## config.mk

```make
export PLATFORM = sky130hd
export DESIGN_NAME = mi3_queue
export DESIGN_NICKNAME = d
export VERILOG_FILES = /design/src/hdl/mi3_pkg.sv /design/src/hdl/mi3_queue.sv
export VERILOG_INCLUDE_DIRS = /design/src /design/src/hdl
export SDC_FILE = /design/constraint.sdc
export NUM_CORES = 2
export LEC_CHECK = 0
export BUFFER_PORTS_ARGS = -buffer_cell sky130_fd_sc_hd__buf_4
export CORE_AREA = 2 2 754 756
export CTS_CLUSTER_DIAMETER = 120
export DETAILED_ROUTE_END_ITERATION = 12
export DIE_AREA = 0 0 756 758
export PLACE_DENSITY_LB_ADDON = 0.08
export SYNTH_ARGS = -nofsm -noshare
export SYNTH_HDL_FRONTEND = slang
export SYNTH_SLANG_ARGS = --single-unit
```

## constraint.sdc

```tcl
create_clock -name clk -period 33.2 [get_ports clk]
set_input_delay 6.64 -clock clk [delete_from_list [all_inputs] [get_ports clk]]
set_output_delay 6.64 -clock clk [all_outputs]
set_load 0.1 [all_outputs]
```

## src/hdl/matrix3_inverse_assert.svh

```systemverilog
// ----------------------------------------------------------------------------
// matrix3_inverse_assert.svh
// Assertion macros used by the matrix inverse queue.
// ----------------------------------------------------------------------------
`ifndef MATRIX3_INVERSE_ASSERT_SVH
`define MATRIX3_INVERSE_ASSERT_SVH

// same-cycle implication, checked on every rising clk edge outside reset
`define MI3_ASSERT_IMP(lbl, pre, post, msg) \
  lbl: assert property (@(posedge clk) disable iff (rst) (pre) |-> (post)) else $error(msg);

// next-cycle implication
`define MI3_ASSERT_NXT(lbl, pre, post, msg) \
  lbl: assert property (@(posedge clk) disable iff (rst) (pre) |=> (post)) else $error(msg);

`endif

```

## src/hdl/mi3_pkg.sv

```systemverilog
// ----------------------------------------------------------------------------
// mi3_pkg
// Widths, index tables and types for the 3x3 matrix inverse.
// ----------------------------------------------------------------------------
`default_nettype none

package mi3_pkg;

  localparam int ELEM_W = 32;               // element width
  localparam int FRAC_W = 28;               // fraction bits
  localparam int NELEM  = 9;

  // cofactor: difference of two element products
  localparam int CW     = 2 * ELEM_W + 1;
  // determinant: sum of three element-by-cofactor products
  localparam int DETW   = ELEM_W + CW + 2;
  // twice the scaled numerator magnitude, |c| << (2F+1)
  localparam int NW     = CW + 2 * FRAC_W + 1;
  // rounding quotient width (one guard bit), plus an overflow bit
  localparam int QW     = ELEM_W + 1;
  localparam int KW     = QW + 1;
  // remainder width: holds the numerator and the divisor at its top shift
  localparam int RW     = (NW > DETW + QW) ? NW : DETW + QW;

  localparam int QDEPTH = 4;
  localparam int QAW    = $clog2(QDEPTH);
  localparam int QCW    = QAW + 1;

  // cofactor k = a[X]*a[Y] - a[Z]*a[V], row-major element index
  localparam int CF_X [NELEM] = '{4, 5, 3, 7, 8, 6, 1, 2, 0};
  localparam int CF_Y [NELEM] = '{8, 6, 7, 2, 0, 1, 5, 3, 4};
  localparam int CF_Z [NELEM] = '{5, 3, 4, 8, 6, 7, 2, 0, 1};
  localparam int CF_V [NELEM] = '{7, 8, 6, 1, 2, 0, 4, 5, 3};

  // output element i takes the transposed cofactor
  localparam int TR [NELEM] = '{0, 3, 6, 1, 4, 7, 2, 5, 8};

  typedef logic [NELEM-1:0][ELEM_W-1:0] mat_t;
  typedef logic [NELEM-1:0][CW-1:0]     cof_t;

  // one beat handed from the front to the back
  typedef struct packed {
    mat_t             a;
    cof_t             c;
    logic [DETW-1:0]  det;
  } qent_t;

endpackage

`default_nettype wire

```

## src/hdl/mi3_queue.sv

```systemverilog
// ----------------------------------------------------------------------------
// mi3_queue
// Short first-in first-out queue between the front and the back.
// ----------------------------------------------------------------------------
`default_nettype none

`include "matrix3_inverse_assert.svh"

module mi3_queue (
  input  wire logic           clk,
  input  wire logic           rst,
  input  wire logic           in_valid,
  output logic                in_ready,
  input  wire mi3_pkg::qent_t in_ent,
  output logic                out_valid,
  input  wire logic           out_ready,
  output mi3_pkg::qent_t      out_ent
);

  mi3_pkg::qent_t            mem [mi3_pkg::QDEPTH];
  logic [mi3_pkg::QAW-1:0]   wr_ptr, rd_ptr;
  logic [mi3_pkg::QCW-1:0]   count;
  logic                      push, pop;

  assign in_ready  = count != mi3_pkg::QCW'(mi3_pkg::QDEPTH);
  assign out_valid = count != '0;
  assign push      = in_valid && in_ready;
  assign pop       = out_valid && out_ready;
  assign out_ent   = mem[rd_ptr];

  // storage
  always_ff @(posedge clk) begin
    if (push) begin
      mem[wr_ptr] <= in_ent;
    end
  end

  // pointers and fill level
  always_ff @(posedge clk) begin
    if (rst) begin
      wr_ptr <= '0;
      rd_ptr <= '0;
      count  <= '0;
    end else begin
      if (push) begin
        wr_ptr <= (wr_ptr == mi3_pkg::QAW'(mi3_pkg::QDEPTH - 1)) ? '0 : wr_ptr + 1'b1;
      end
      if (pop) begin
        rd_ptr <= (rd_ptr == mi3_pkg::QAW'(mi3_pkg::QDEPTH - 1)) ? '0 : rd_ptr + 1'b1;
      end
      if (push && !pop) begin
        count <= count + 1'b1;
      end else if (pop && !push) begin
        count <= count - 1'b1;
      end
    end
  end

  `MI3_ASSERT_IMP(a_count_bound, 1'b1, count <= mi3_pkg::QCW'(mi3_pkg::QDEPTH), "queue over depth")
  `MI3_ASSERT_NXT(a_push_count, push && !pop, count == $past(count) + 1'b1, "push lost")
  `MI3_ASSERT_NXT(a_pop_count, pop && !push, count == $past(count) - 1'b1, "pop lost")

endmodule

`default_nettype wire

```

# Word-level counts from Yosys, hierarchy flattened
# Memory sizes are Yosys's and may differ from the RTL's. A register that Yosys moved wholly into a read port is not among the register bits.
# Index checks and enable logic that the tools add are counted.
# classes
addsub	4
eq_ne	3
muxes	8
reduce_logical	8
# ops
op	count
2-to-1 mux 2 bit	4
2-to-1 mux 3 bit	2
adder 2 x 1 -> 2 bit (second input constant)	2
equality test 2 bit (second input constant)	2
logical AND 1 bit	4
adder 3 x 1 -> 3 bit (second input constant)	1
inequality test 3 bit (second input constant)	1
nonzero test 3 bit	1
subtractor 3 x 1 -> 3 bit (second input constant)	1
logical NOT 1 bit	2
2-to-1 mux 1 bit	2
nonzero test 2 bit	1
# totals
register_bits	7
ramBits	3888
input_bits	976
output_inout_bits	974
wordCells	27
mem_count	1
# mem_list
memory	depth	word_bits	read_ports	rd_clocked_by_memory_dff	write_ports	line	text
mem	4	972	1	1	1	mi3_queue.sv:20	mi3_pkg::qent_t mem [mi3_pkg::QDEPTH];

# Longest topological paths before layout
# logic_depth
depth_word	6
depth_mapped	9
ltp_nobuf	8

# Worst setup path before layout
# Ideal clock, no wire load.
# synth_timing
path_kind	input port to flip-flop
from	input in_valid
to	memory mem[3][0] (netlist name), enable pin
setup_time_ns	1.478
arrival_time_ns	28.655
required_time_ns	31.722
setup_slack_ns	3.067
path_stages	1
n_path_buf	0
path_cell_list	and3_1
# synth_via
elab_chain_cells	3
# synth_lines
element	line	text
from (decl)	mi3_queue.sv:12	input wire logic in_valid,
logical AND 1 bit	mi3_queue.sv:27	assign push = in_valid && in_ready;
2-to-1 mux 1 bit	mi3_queue.sv:33	if (push) begin
2-to-1 mux 1 bit (implied by the code)	mi3_queue.sv:34	mem[wr_ptr] <= in_ent;
to (decl)	mi3_queue.sv:20	
# No other way between the ends.

==> flow_results.org <==
** Outcome
- Run status :: completed

** Floorplan
- Die area :: 573000 sq um
- The core region is between 500000 and 600000 sq um.
- For this design the top-level I/O count stands at 1950.
- Width of the die :: roughly 760 microns
- The initial utilization of the core area, before any placement, comes to 0.2485.
- Die Span Y :: roughly 760 microns
- The floorplan has 276 rows.

** Power
- Total power density per cell area :: between 90 and 100 nW/um^2
- Portion of total power attributed to sequential cells :: 0.354
- Pleak :: 0.05768 uW
- The internal power of the cells totals 9971 uW.
- The share of total power dissipated in combinational logic is 0.374.
- For this design the total switching power over the nets is 7157 uW.
- After layout, the design draws a total of 17130 uW.
- VDD sags by at most 0.05166 mV.
- Of the total power, the clock network draws 0.273.
- Switching Share :: 0.4179

** STA
- Final Setup Violations :: 0
- Number of hold-slack violations in the final timing report :: 0
- Based on the critical path, the design can be clocked at up to 0.07585 GHz.
- In the final timing run, aggregate negative setup slack is 0 ns.
- Period utilization :: 0.3971
- Measured against its own limit, the worst slew margin works out to 0.2553.
- The worst path needs 13.18 ns of the cycle, external delays included.
- At the pin with the least slew margin, the transition time is 1.117 ns.
- Count of pins over their slew limit :: 0
- For the final database, setup skew stands at 0.08527 ns.
- Setup repair after global routing left no endpoint under its margin.

** Worst setup path
- Endpoint type of the worst setup path :: output port
- For this design, the slowest cell found on the critical path is sky130_fd_sc_hd__buf_4.
- Data on the critical path arrives at its endpoint at 6.54 ns.
- Traced cell by cell, the critical path runs through buf_4 > buf_4 > buf_4 > buf_4 > buf_4 > mux4_2 > buf_4.
- Among cell families on the critical path, the largest total delay comes from buffers and inverters.
- On the worst path, the slowest cell contributes a delay of 0.83 ns.
- Category of the most critical setup path :: reg -> out
- By instance count, the cell type seen most on the critical path is sky130_fd_sc_hd__buf_4.
- Endpoint required time on the critical path :: 26.56 ns
- The worst setup path is launched from a flop.
- The critical path contains buffers and inverters numbering 6 combined.
- Critical-path maximum fanout :: 42

** Clock tree
- Clock transition at path regs :: 0.05 ns
- Once the clock tree was built, the setup fixing pass inserted 0 buffers.
- In this run, post-CTS repair resized a total of 0 instances.
- TritonCTS buffer count :: 446
- Hold repair after CTS inserted 0 buffers.
- Maximum clock insertion buffer count :: 4
- # H-tree levels :: 5
- Clock tree from TritonCTS :: built
- In this run the clock root is driven by a sky130_fd_sc_hd__clkbuf_16.
- The later pin in the worst-skew pair is clocked with a latency of 1.04 ns.
- Sink count of the clock tree :: 3897

** Synthesis
- Area of the mapped netlist :: 140200 sq um
- Synthesized netlist cell count :: 5124
- Synthesized netlist net count :: 6107
- Most used flip-flop cell after synthesis :: sky130_fd_sc_hd__edfxtp_1
- The synthesized design contains 3888 enable-type register cells.
- Biggest area contributors in the synthesized netlist :: sky130_fd_sc_hd__edfxtp_1 (83%), sky130_fd_sc_hd__mux4_2 (16%), sky130_fd_sc_hd__buf_2 (0.38%)
- Synth top area share :: 0.8326
- Share of async-settable or async-resettable flops after synthesis :: 0
- During synthesis, Yosys emitted a total of 0 warnings.
- Dividing the synthesized area by the synthesized cell count gives 27.37 sq um.
- Sequential element share of the synthesized area :: 0.8339
- Counting flops and latches in the post-synthesis netlist gives between 3000 and 4000.
- Netlist cell types :: 25
- Leading cell types by count after synthesis :: sky130_fd_sc_hd__edfxtp_1 (3888), sky130_fd_sc_hd__mux4_2 (972), sky130_fd_sc_hd__buf_2 (106), sky130_fd_sc_hd__buf_1 (65), sky130_fd_sc_hd__buf_4 (25)
- Most instantiated library cell after synthesis :: sky130_fd_sc_hd__edfxtp_1
- Most area-hungry cell type in the Yosys netlist :: sky130_fd_sc_hd__edfxtp_1

** Drt
- For this run, design rule violations remaining after detail routing come to 0.
- For this block, the initial DRC count from the detailed router was 4288.
- Detailed Routing Iterations Pass 1 :: 5
- Total wire length :: 503.6 mm
- Routed Antenna Nets :: 0
- Vias per inst :: 4.321
- The detailed router placed 66363 vias in this run.
- Routed length per instance :: 32.79 microns

** GRT
- Entering global routing, the biggest net connects 123 pins.
- The first global-routing pass estimated 661.1 mm of wire.
- Overall global routing resource usage :: 0.1701
- Number of antenna violations at the first check in global routing :: 344
- Summed over all layers, the global routing overflow is 0.
- The via count of the first global-routing pass is 70552.

** Placement
- Placed standard-cell area :: about 160000 sq um
- Final estimated routing congestion in global placement :: 0.7662
- Including well taps, the total number of placed cells is roughly 14000.
- DPL Wire Length :: 356.9 mm
- Input and output buffers added on the ports amount to 1949.

** Final layout
- Fraction of final layout cells with drive strength greater than 1 :: 0.4668
- The net count of the finished layout is 8403.
- Number of inserted filler cells in the final layout :: 54389
- Once layout is complete, the utilization of the core stands at 0.3158.
- Footprint of the flip-flops and latches :: 116900 sq um
- Layout Area Growth over Synthesis :: 27.06%
- Leaving out filler cells and counting taps, the final layout contains about 15000.
- The multi-input combinational cells in the finished layout cover a total of ~22000 sq um.
- Final standard cell area without fillers :: 178200 sq um

** Hold path
- The min-delay analysis places its worst path in the category reg -> reg.

** Run
- Across the run, the number of max-cap violations was 0.
-- through the flow --
stage,setup slack (ns),hold slack [ns]
floorplan,3.067,0.4634
global placement,20.59,0.4877
detailed placement,20.52,0.4997
CTS,19.40,0.5089
global route,19.18,0.5267
finish,20.02,0.4940
-- power by group through the flow --
stage	combinational [uW]	sequential, uW	clock (uW)
after detailed placement	6550	6170	0
final	6400	6060	4670
after CTS	6560	6070	4820
after floorplan	4650	6740	0
after global routing	6610	6100	5000
after global placement	6560	6150	0
-- routing by layer --
layer	track usage	wire length, microns	share of wire
met5	0	1423	0.0028
met2	0.3084	263400	0.52
met1	0.1692	165700	0.33
met4	0.04864	15530	0.031
met3	0.08715	57550	0.11
-- tightest hold or removal path: cells and delay by family (launching register included) --
family | cells | cell delay (ns)
AO/OA/AOI/OAI | 1 | 0.07
AND/OR/NAND/NOR | 1 | 0.06
flip-flops | 1 | 0.32
-- sequential cells by signal, indices dropped and copies added (netlist names), named ones only --
name    flops
mem      3888
wr_ptr      2
count       3
rd_ptr      2
-- cell usage in the layout (no fill, tap or decap), types with 4 or more instances in the layout --
cell type                    synthesis  final
sky130_fd_sc_hd__edfxtp_1         3888   3888
sky130_fd_sc_hd__buf_4              25   2053
sky130_fd_sc_hd__mux4_2            972    972
sky130_fd_sc_hd__clkbuf_16           0    448
sky130_fd_sc_hd__clkinv_1            0    129
sky130_fd_sc_hd__clkbuf_1           12     97
sky130_fd_sc_hd__clkinv_2            0     84
sky130_fd_sc_hd__diode_2             0     63
sky130_fd_sc_hd__bufinv_16           0     24
sky130_fd_sc_hd__buf_12              0     13
sky130_fd_sc_hd__clkinv_16           0     11
sky130_fd_sc_hd__clkinvlp_4          0      9
sky130_fd_sc_hd__dfxtp_1             9      7
sky130_fd_sc_hd__ha_1                6      6
sky130_fd_sc_hd__clkinv_8            0      6
sky130_fd_sc_hd__inv_6               0      6
sky130_fd_sc_hd__and3_4              0      4
-- final cells by class --
cell class,count,share of cell area
Clock buffer,545,0.06497
Tap cell,7506,0.05271
Sequential cell,3897,0.6563
Clock inverter,274,0.01258
Timing Repair Buffer,2066,0.08796
Multi-Input combinational cell,1006,0.1245
Antenna cell,63,0.0008848
Inverter,3,0.00006320
-- logic make-up after synthesis --
group,after synthesis,share of synthesized area
and+or+nand+nor,17,0.0006870
buffers and inverters,221,0.008066
xor gates and xnor gates,2,0.0001249
AOI/OAI and AO/OA,5,0.0002141
muxes,975,0.1563
DFF,3897,0.8339
adders and majority gates,7,0.0006781
-- final timing paths --
path	from	endpoint	slack, ns	cells past startpoint
max reg2reg	count[0]	mem[3][353]	28.03	6
max	flop	out_ent[263]	20.02	7
min reg2reg	rd_ptr[0]	flop	0.49	2
min	rd_ptr[0]	flop	0.49	2
Power figures use the tool's default switching activity.
